`config.mk`:
```
export PLATFORM = sky130hd
export DESIGN_NAME = aes128_key_expansion_top
export DESIGN_NICKNAME = d
export VERILOG_FILES = /design/src/design/ake_pkg.sv /design/src/design/ake_key_fifo.sv /design/src/design/ake_round_engine.sv /design/src/design/aes128_key_expansion_top.sv
export SDC_FILE = /design/constraint.sdc
export NUM_CORES = 1
export LEC_CHECK = 0
export ABC_AREA = 1
export BUFFER_PORTS_ARGS = -buffer_cell sky130_fd_sc_hd__buf_2
export CAP_MARGIN = 0
export CORE_AREA = 2 2 299 227
export DETAILED_ROUTE_END_ITERATION = 8
export DIE_AREA = 0 0 301 229
export SLEW_MARGIN = 30
export SYNTH_ARGS = -nofsm -noshare
export SYNTH_HDL_FRONTEND = slang
export SYNTH_HIERARCHICAL = 1
export SYNTH_SLANG_ARGS = --single-unit
```
`constraint.sdc`:
```
create_clock -name clk -period 13.4 [get_ports clk]
set_input_delay 0.67 -clock clk [delete_from_list [all_inputs] [get_ports clk]]
set_output_delay 0.67 -clock clk [all_outputs]
set_load 0.02 [all_outputs]
```
`src/design/ake_pkg.sv`:
```
// Shared types, constants and round functions for the AES-128 key expansion block.
package ake_pkg;

  localparam int unsigned KeyWidth      = 128;
  localparam int unsigned HalfWidth     = 64;
  localparam int unsigned RoundWidth    = 4;
  localparam int unsigned QueueDepthDef = 2;

  localparam logic [RoundWidth-1:0] FirstRound = 4'd0;
  localparam logic [RoundWidth-1:0] LastRound  = 4'd10;

  typedef struct packed {
    logic [HalfWidth-1:0] key_hi;
    logic [HalfWidth-1:0] key_lo;
  } key_t;

  typedef struct packed {
    logic valid;
    key_t key;
  } key_req_t;

  localparam logic [7:0] SBOX [256] = '{
    8'h63,8'h7c,8'h77,8'h7b,8'hf2,8'h6b,8'h6f,8'hc5,8'h30,8'h01,8'h67,8'h2b,8'hfe,8'hd7,8'hab,8'h76,
    8'hca,8'h82,8'hc9,8'h7d,8'hfa,8'h59,8'h47,8'hf0,8'had,8'hd4,8'ha2,8'haf,8'h9c,8'ha4,8'h72,8'hc0,
    8'hb7,8'hfd,8'h93,8'h26,8'h36,8'h3f,8'hf7,8'hcc,8'h34,8'ha5,8'he5,8'hf1,8'h71,8'hd8,8'h31,8'h15,
    8'h04,8'hc7,8'h23,8'hc3,8'h18,8'h96,8'h05,8'h9a,8'h07,8'h12,8'h80,8'he2,8'heb,8'h27,8'hb2,8'h75,
    8'h09,8'h83,8'h2c,8'h1a,8'h1b,8'h6e,8'h5a,8'ha0,8'h52,8'h3b,8'hd6,8'hb3,8'h29,8'he3,8'h2f,8'h84,
    8'h53,8'hd1,8'h00,8'hed,8'h20,8'hfc,8'hb1,8'h5b,8'h6a,8'hcb,8'hbe,8'h39,8'h4a,8'h4c,8'h58,8'hcf,
    8'hd0,8'hef,8'haa,8'hfb,8'h43,8'h4d,8'h33,8'h85,8'h45,8'hf9,8'h02,8'h7f,8'h50,8'h3c,8'h9f,8'ha8,
    8'h51,8'ha3,8'h40,8'h8f,8'h92,8'h9d,8'h38,8'hf5,8'hbc,8'hb6,8'hda,8'h21,8'h10,8'hff,8'hf3,8'hd2,
    8'hcd,8'h0c,8'h13,8'hec,8'h5f,8'h97,8'h44,8'h17,8'hc4,8'ha7,8'h7e,8'h3d,8'h64,8'h5d,8'h19,8'h73,
    8'h60,8'h81,8'h4f,8'hdc,8'h22,8'h2a,8'h90,8'h88,8'h46,8'hee,8'hb8,8'h14,8'hde,8'h5e,8'h0b,8'hdb,
    8'he0,8'h32,8'h3a,8'h0a,8'h49,8'h06,8'h24,8'h5c,8'hc2,8'hd3,8'hac,8'h62,8'h91,8'h95,8'he4,8'h79,
    8'he7,8'hc8,8'h37,8'h6d,8'h8d,8'hd5,8'h4e,8'ha9,8'h6c,8'h56,8'hf4,8'hea,8'h65,8'h7a,8'hae,8'h08,
    8'hba,8'h78,8'h25,8'h2e,8'h1c,8'ha6,8'hb4,8'hc6,8'he8,8'hdd,8'h74,8'h1f,8'h4b,8'hbd,8'h8b,8'h8a,
    8'h70,8'h3e,8'hb5,8'h66,8'h48,8'h03,8'hf6,8'h0e,8'h61,8'h35,8'h57,8'hb9,8'h86,8'hc1,8'h1d,8'h9e,
    8'he1,8'hf8,8'h98,8'h11,8'h69,8'hd9,8'h8e,8'h94,8'h9b,8'h1e,8'h87,8'he9,8'hce,8'h55,8'h28,8'hdf,
    8'h8c,8'ha1,8'h89,8'h0d,8'hbf,8'he6,8'h42,8'h68,8'h41,8'h99,8'h2d,8'h0f,8'hb0,8'h54,8'hbb,8'h16
  };

  // Round constant used to build the key of round cur_round + 1.
  function automatic logic [7:0] rcon(input logic [RoundWidth-1:0] cur_round);
    logic [7:0] rc;
    unique case (cur_round)
      4'd0:    rc = 8'h01;
      4'd1:    rc = 8'h02;
      4'd2:    rc = 8'h04;
      4'd3:    rc = 8'h08;
      4'd4:    rc = 8'h10;
      4'd5:    rc = 8'h20;
      4'd6:    rc = 8'h40;
      4'd7:    rc = 8'h80;
      4'd8:    rc = 8'h1b;
      4'd9:    rc = 8'h36;
      default: rc = 8'h00;
    endcase
    return rc;
  endfunction

  function automatic key_t next_round_key(input key_t cur, input logic [RoundWidth-1:0] cur_round);
    logic [31:0] w0, w1, w2, w3, rot, sub, n0, n1, n2, n3;
    key_t nk;
    w0  = cur.key_hi[63:32];
    w1  = cur.key_hi[31:0];
    w2  = cur.key_lo[63:32];
    w3  = cur.key_lo[31:0];
    rot = {w3[23:0], w3[31:24]};
    sub = {SBOX[rot[31:24]], SBOX[rot[23:16]], SBOX[rot[15:8]], SBOX[rot[7:0]]};
    n0  = w0 ^ sub ^ {rcon(cur_round), 24'h000000};
    n1  = w1 ^ n0;
    n2  = w2 ^ n1;
    n3  = w3 ^ n2;
    nk.key_hi = {n0, n1};
    nk.key_lo = {n2, n3};
    return nk;
  endfunction

endpackage

```
`src/design/ake_key_fifo.sv`:
```
// Front end: accepts cipher keys and holds them in a short queue for the round engine.
module ake_key_fifo #(
  parameter int unsigned QueueDepth = ake_pkg::QueueDepthDef
) (
  input  logic            clk,
  input  logic            rst_n,
  input  logic            in_valid,
  output logic            in_ready,
  input  ake_pkg::key_t   in_key,
  output ake_pkg::key_req_t req,
  input  logic            req_ready
);

  localparam int unsigned PtrWidth = (QueueDepth > 1) ? $clog2(QueueDepth) : 1;
  localparam int unsigned CntWidth = $clog2(QueueDepth + 1);
  localparam logic [PtrWidth-1:0] PtrMax   = PtrWidth'(QueueDepth - 1);
  localparam logic [CntWidth-1:0] CntFull  = CntWidth'(QueueDepth);

  ake_pkg::key_t       mem_r [QueueDepth];
  logic [PtrWidth-1:0] wr_ptr_r, wr_ptr_nxt;
  logic [PtrWidth-1:0] rd_ptr_r, rd_ptr_nxt;
  logic [CntWidth-1:0] count_r, count_nxt;
  logic                push, pop;

  assign in_ready  = (count_r != CntFull);
  assign push      = in_valid && in_ready;
  assign req.valid = (count_r != '0);
  assign req.key   = mem_r[rd_ptr_r];
  assign pop       = req.valid && req_ready;

  always_comb begin
    wr_ptr_nxt = wr_ptr_r;
    rd_ptr_nxt = rd_ptr_r;
    count_nxt  = count_r;
    if (push) begin
      wr_ptr_nxt = (wr_ptr_r == PtrMax) ? '0 : wr_ptr_r + 1'b1;
    end
    if (pop) begin
      rd_ptr_nxt = (rd_ptr_r == PtrMax) ? '0 : rd_ptr_r + 1'b1;
    end
    if (push && !pop) begin
      count_nxt = count_r + 1'b1;
    end else if (pop && !push) begin
      count_nxt = count_r - 1'b1;
    end
  end

  always_ff @(posedge clk) begin
    if (!rst_n) begin
      wr_ptr_r <= '0;
      rd_ptr_r <= '0;
      count_r  <= '0;
    end else begin
      wr_ptr_r <= wr_ptr_nxt;
      rd_ptr_r <= rd_ptr_nxt;
      count_r  <= count_nxt;
    end
  end

  always_ff @(posedge clk) begin
    if (push) begin
      mem_r[wr_ptr_r] <= in_key;
    end
  end

endmodule

```
`src/design/ake_round_engine.sv`:
```
// Back end: while out_ready is high, expands one key a round per cycle straight into the output register.
module ake_round_engine (
  input  logic                           clk,
  input  logic                           rst_n,
  input  ake_pkg::key_req_t              req,
  output logic                           req_ready,
  output logic                           out_valid,
  input  logic                           out_ready,
  output ake_pkg::key_t                  out_key,
  output logic [ake_pkg::RoundWidth-1:0] out_round,
  output logic                           out_last
);

  logic                           valid_r, valid_nxt;
  logic [ake_pkg::RoundWidth-1:0] round_r, round_nxt;
  ake_pkg::key_t                  key_r, key_nxt;
  logic                           is_last, slot_free;

  assign is_last   = (round_r == ake_pkg::LastRound);
  assign slot_free = !valid_r || (out_ready && is_last);
  assign req_ready = slot_free;

  always_comb begin
    valid_nxt = valid_r;
    round_nxt = round_r;
    key_nxt   = key_r;
    if (valid_r && out_ready && !is_last) begin
      round_nxt = round_r + 1'b1;
      key_nxt   = ake_pkg::next_round_key(key_r, round_r);
    end else if (slot_free) begin
      valid_nxt = req.valid;
      round_nxt = ake_pkg::FirstRound;
      key_nxt   = req.key;
    end
  end

  always_ff @(posedge clk) begin
    if (!rst_n) begin
      valid_r <= 1'b0;
      round_r <= ake_pkg::FirstRound;
    end else begin
      valid_r <= valid_nxt;
      round_r <= round_nxt;
    end
  end

  always_ff @(posedge clk) begin
    key_r <= key_nxt;
  end

  assign out_valid = valid_r;
  assign out_key   = key_r;
  assign out_round = round_r;
  assign out_last  = valid_r && is_last;

endmodule

```
`src/design/aes128_key_expansion_top.sv`:
```
// Top level of the AES-128 key expansion block.
// Usage: each transaction on the in_ stream carries one 128-bit cipher key
// (in_tdata[63:0] holds key bytes 0 to 7, in_tdata[127:64] bytes 8 to 15).
// For every key the out_ stream delivers eleven round keys in order, round 0
// to round 10; out_tuser gives the round number and out_tlast marks round 10.
// When the block is empty, an accepted key is written into the FIFO and then
// loaded into the engine's output register as round 0. The round engine
// produces one round key per cycle while out_tready is high, so the
// throughput is set by the single round unit feeding one output register.
// Keys are queued in a small FIFO (QueueDepth entries), so new keys are
// taken while results are still being delivered.
// When the receiver holds out_tready low the current round key stays on the
// output and expansion pauses; the FIFO keeps accepting until it is full.
// Reset (rst_n low, synchronous) empties the queue and drops any key in
// progress; nothing is carried from one key to the next.
module aes128_key_expansion_top #(
  parameter int unsigned QueueDepth = ake_pkg::QueueDepthDef
) (
  input  logic         clk,
  input  logic         rst_n,
  input  logic         in_tvalid,
  output logic         in_tready,
  input  logic [127:0] in_tdata,   // [63:0] key_hi, [127:64] key_lo
  output logic         out_tvalid,
  input  logic         out_tready,
  output logic [127:0] out_tdata,  // [63:0] round_key_hi, [127:64] round_key_lo
  output logic [3:0]   out_tuser,  // [3:0] round_number
  output logic         out_tlast
);

  ake_pkg::key_t     in_key, out_key;
  ake_pkg::key_req_t req;
  logic              req_ready;

  assign in_key.key_hi = in_tdata[63:0];
  assign in_key.key_lo = in_tdata[127:64];

  ake_key_fifo #(
    .QueueDepth(QueueDepth)
  ) u_fifo (
    .clk      (clk),
    .rst_n    (rst_n),
    .in_valid (in_tvalid),
    .in_ready (in_tready),
    .in_key   (in_key),
    .req      (req),
    .req_ready(req_ready)
  );

  ake_round_engine u_engine (
    .clk      (clk),
    .rst_n    (rst_n),
    .req      (req),
    .req_ready(req_ready),
    .out_valid(out_tvalid),
    .out_ready(out_tready),
    .out_key  (out_key),
    .out_round(out_tuser),
    .out_last (out_tlast)
  );

  assign out_tdata = {out_key.key_lo, out_key.key_hi};

`ifndef SYNTHESIS
  a_last_on_final_round: assert property (@(posedge clk) disable iff (!rst_n)
    out_tvalid |-> (out_tlast == (out_tuser == ake_pkg::LastRound)))
    else $error("out_tlast does not match the final round");

  a_round_in_range: assert property (@(posedge clk) disable iff (!rst_n)
    out_tvalid |-> (out_tuser <= ake_pkg::LastRound))
    else $error("round number out of range");

  a_rounds_consecutive: assert property (@(posedge clk) disable iff (!rst_n)
    (out_tvalid && out_tready && !out_tlast) |=>
      (out_tvalid && (out_tuser == $past(out_tuser) + 4'd1)))
    else $error("round keys not delivered consecutively");

  a_new_key_starts_at_zero: assert property (@(posedge clk) disable iff (!rst_n)
    (out_tvalid && out_tready && out_tlast) |=>
      (!out_tvalid || (out_tuser == ake_pkg::FirstRound)))
    else $error("new key does not start at round 0");
`endif

endmodule
```
==> key figures <==
Die
  – Die area: 68900 um^2
  – Initial Util: 44.5%
  – Die width: roughly 300 um
  – Ports: 267
  – # rows: 82
  – Die Span Y: 229 um
  – Core area: about 66000 um^2

Logic synthesis
  – Commonest cells post-synth: nand3_1 (1261), nand2_1 (1058), edfxtp_1 (384)
  – Largest family of logic cells by synthesized area: simple AND/OR/NAND/NOR gates
  – Async SR Flop Fraction: 0%
  – Yosys top cell area share: about two fifths
  – Synth Area in XOR/XNOR: 0.268%
  – Syn Std Cell Area: 29400 um^2
  – Synth warn: 6
  – Mapped Avg Cell Area: ~7.4 um^2
  – Syn Nets: 4164
  – Post-synthesis simple-gate area fraction: 39.3%
  – Post-synthesis register bit count: 402
  – Synth Area in Adders: 2.68%
  – Cell taking the most area after synthesis: edfxtp_1
  – Post-synthesis compound-gate area fraction: 5.24%
  – EDFF count, synth: 384
  – Synth cell types: 35
  – Top FF cell, synth: edfxtp_1
  – Post-Synthesis Cells: 3969
  – Multiplexer share of the synthesized area: 4.90%
  – Sequential area share after synthesis: 40.4%
  – Most common cell in the netlist: nand3_1
  – Top cells by area, synth: edfxtp_1 (39%), nand3_1 (21%), nand2_1 (13%)

Timing
  – Final hold vios: 0
  – Slew Viols, Final: 0
  – Final worst setup slack: 8.96 ns
  – Post-route clock skew: ~0.028 ns
  – Tmin final: approximately 4.4 ns
  – FMAX: 0.225 GHz
  – RSZ-0062 raised after global routing: false
  – Final setup violation count: 0
  – Final Cycle Share: 33.1%
  – Worst Tran Pin Value: 0.952 ns
  – Slew Limit Headroom: 36.5%
  – Setup TNS after final layout: 0 ns

Job
  – Max cap viols: 0

Detailed routing
  – Final WL: 115000 um
  – Initial DRC Count: 5244
  – WL/cell: around 23 um
  – Drt drc: 2
  – Via Count: 30600
  – Detailed Routing Iterations Pass 1: 9
  – Post-DR vias/cell: 6.14
  – Antenna-violating nets left: 0

Place
  – Port Buffers: 266
  – Placer Congestion: about 1.0
  – Place WS: around 9.2 ns
  – DP HPWL: 79000 um

Final layout
  – Final net count: 4269
  – Area growth, synth to finish: 10.0%
  – Ratio of cells with drive above 1 in the final layout: 13.3%

Outcome
  – Failing checks: design-rule violations
  – Outcome: finished, violations left

Worst setup path
  – Worst Reg-to-Reg Cells: 16
  – CP max FO: 15
  – R2R setup slack: around 9 ns
  – Worst EP arrival: 4.77 ns
  – Critical Path RT: roughly 14 ns
  – Setup CP Type: flip-flop to flip-flop
  – Startpoint Class: flip-flop
  – Crit. End Element: flip-flop

CTS
  – Num CTS Buffers: 43
  – CTS H-tree depth: 2
  – Clk_lat worst skew: 0.58 ns
  – Longest Clk Path Bufs: 3
  – Setup repair bufs after CTS: 0
  – CTS clk-pin slew, worst paths: 0.08 ns
  – Clock root buffer: clkbuf_16
  – # clock sinks: approximately 400
  – Post_cts resized: 0
  – CTS Hold Bufs: 0
  – CTS tree: yes

Global route
  – Overflow after GRT: 0
  – Largest net degree at the start of global routing: between 80 and 90
  – Antenna violations before repair: 5
  – Number of global-route vias before repair: 27600
  – First-pass GRT wire length: 172000 um
  – Total GRT Usage: 32.1%

Worst hold path
  – Worst min path class: input port to flip-flop
  – Worst hold path cell count: 1
## worst max-delay path: stages, from the launching register on
cell	delay, ns
edfxtp_1	0.92
inv_1	0.47
ha_1	0.54
nand2_1	0.52
nand2_1	0.17
nor2_1	0.22
nor2_1	0.08
nor2_1	0.08
nand2_1	0.06
nand3_1	0.06
nand3_1	0.12
nand3_1	0.30
nand3_1	0.23
nand3_1	0.16
nand3_1	0.08
nand3_1	0.10
nand2_1	0.06
## stage by stage
stage	util [%]	cell area [um^2]	hold WS (ns)	instances
6_report	48.9	32400	0.267	4990
2_1_floorplan	-	29400	0.467	3969
4_1_cts	48.9	32300	0.237	4987
5_1_grt	48.9	32400	0.251	4990
3_3_place_gp	46.7	30900	0.492	4907
3_5_place_dp	46.8	31000	0.490	4909
## routing by layer
| metal | up-vias | global-route usage (%) | routed length (um) | share of wire [%] |
|---|---|---|---|---|
| met5 | - | 0 | 53 | 0.046 |
| met4 | 8 | 11.3 | 4510 | 3.9 |
| met3 | 346 | 8.58 | 13800 | 12 |
| met2 | 1984 | 44.6 | 46700 | 41 |
| met1 | 14300 | 47.5 | 49700 | 43 |
| li1 | 14000 | - | - | - |
## worst paths after layout
path,from,to
max,u_engine/out_key[24],u_engine/out_key[2]
min,in_tdata[0],u_fifo/mem_r[1][64]
max reg2reg,u_engine/out_key[24],u_engine/out_key[2]
min reg2reg,u_fifo/rd_ptr_r,u_fifo/rd_ptr_r
## cells by family (layout without fill, tap and decap cells)
| group | Yosys count | after routing |
|---|---|---|
| buf+inv | 469 | 607 |
| fa+ha+maj | 63 | 63 |
| flops | 402 | 402 |
| simple gates | 2625 | 2625 |
| mux | 128 | 128 |
| other cells | 0 | 1 |
| xor+xnor | 9 | 9 |
| compound gates | 273 | 273 |
## flip-flops by register name, summed over array words and instances (netlist names), named ones only
register            count
u_engine/out_round      4
u_fifo/mem_r          256
u_fifo/wr_ptr_r         1
u_fifo/count_r          2
u_engine/out_valid      1
u_engine/out_key      128
u_fifo/rd_ptr_r         1
## layout make-up
class                           count  area [um^2]
Fill cell                        6705        33800
Sequential cell                   402        11900
Inverter                          222          847
Multi-Input combinational cell   3098        15500
Tap cell                          882         1100
Clock inverter                     25          272
Clock buffer                       53         1110
Timing Repair Buffer              307         1690
Antenna cell                        1         2.50
## cell usage in the layout (no fill, tap or decap), types with 8 or more instances in the layout
| cell | n |
|---|---|
| a21oi_1 | 107 |
| a31oi_1 | 94 |
| buf_2 | 266 |
| buf_4 | 37 |
| clkbuf_1 | 10 |
| clkbuf_16 | 43 |
| clkinv_1 | 13 |
| dfxtp_1 | 17 |
| edfxtp_1 | 384 |
| ha_1 | 63 |
| inv_1 | 201 |
| inv_2 | 14 |
| mux2_2 | 128 |
| nand2_1 | 1058 |
| nand2_2 | 27 |
| nand3_1 | 1260 |
| nand3b_1 | 11 |
| nand4_1 | 13 |
| nor2_1 | 250 |
| o211ai_1 | 15 |
| o21ai_0 | 45 |
| xor2_1 | 8 |
Power is left out: the tool's default activity adds up to more than one toggle a clock period on the data nets, which glitch-free logic cannot reach.
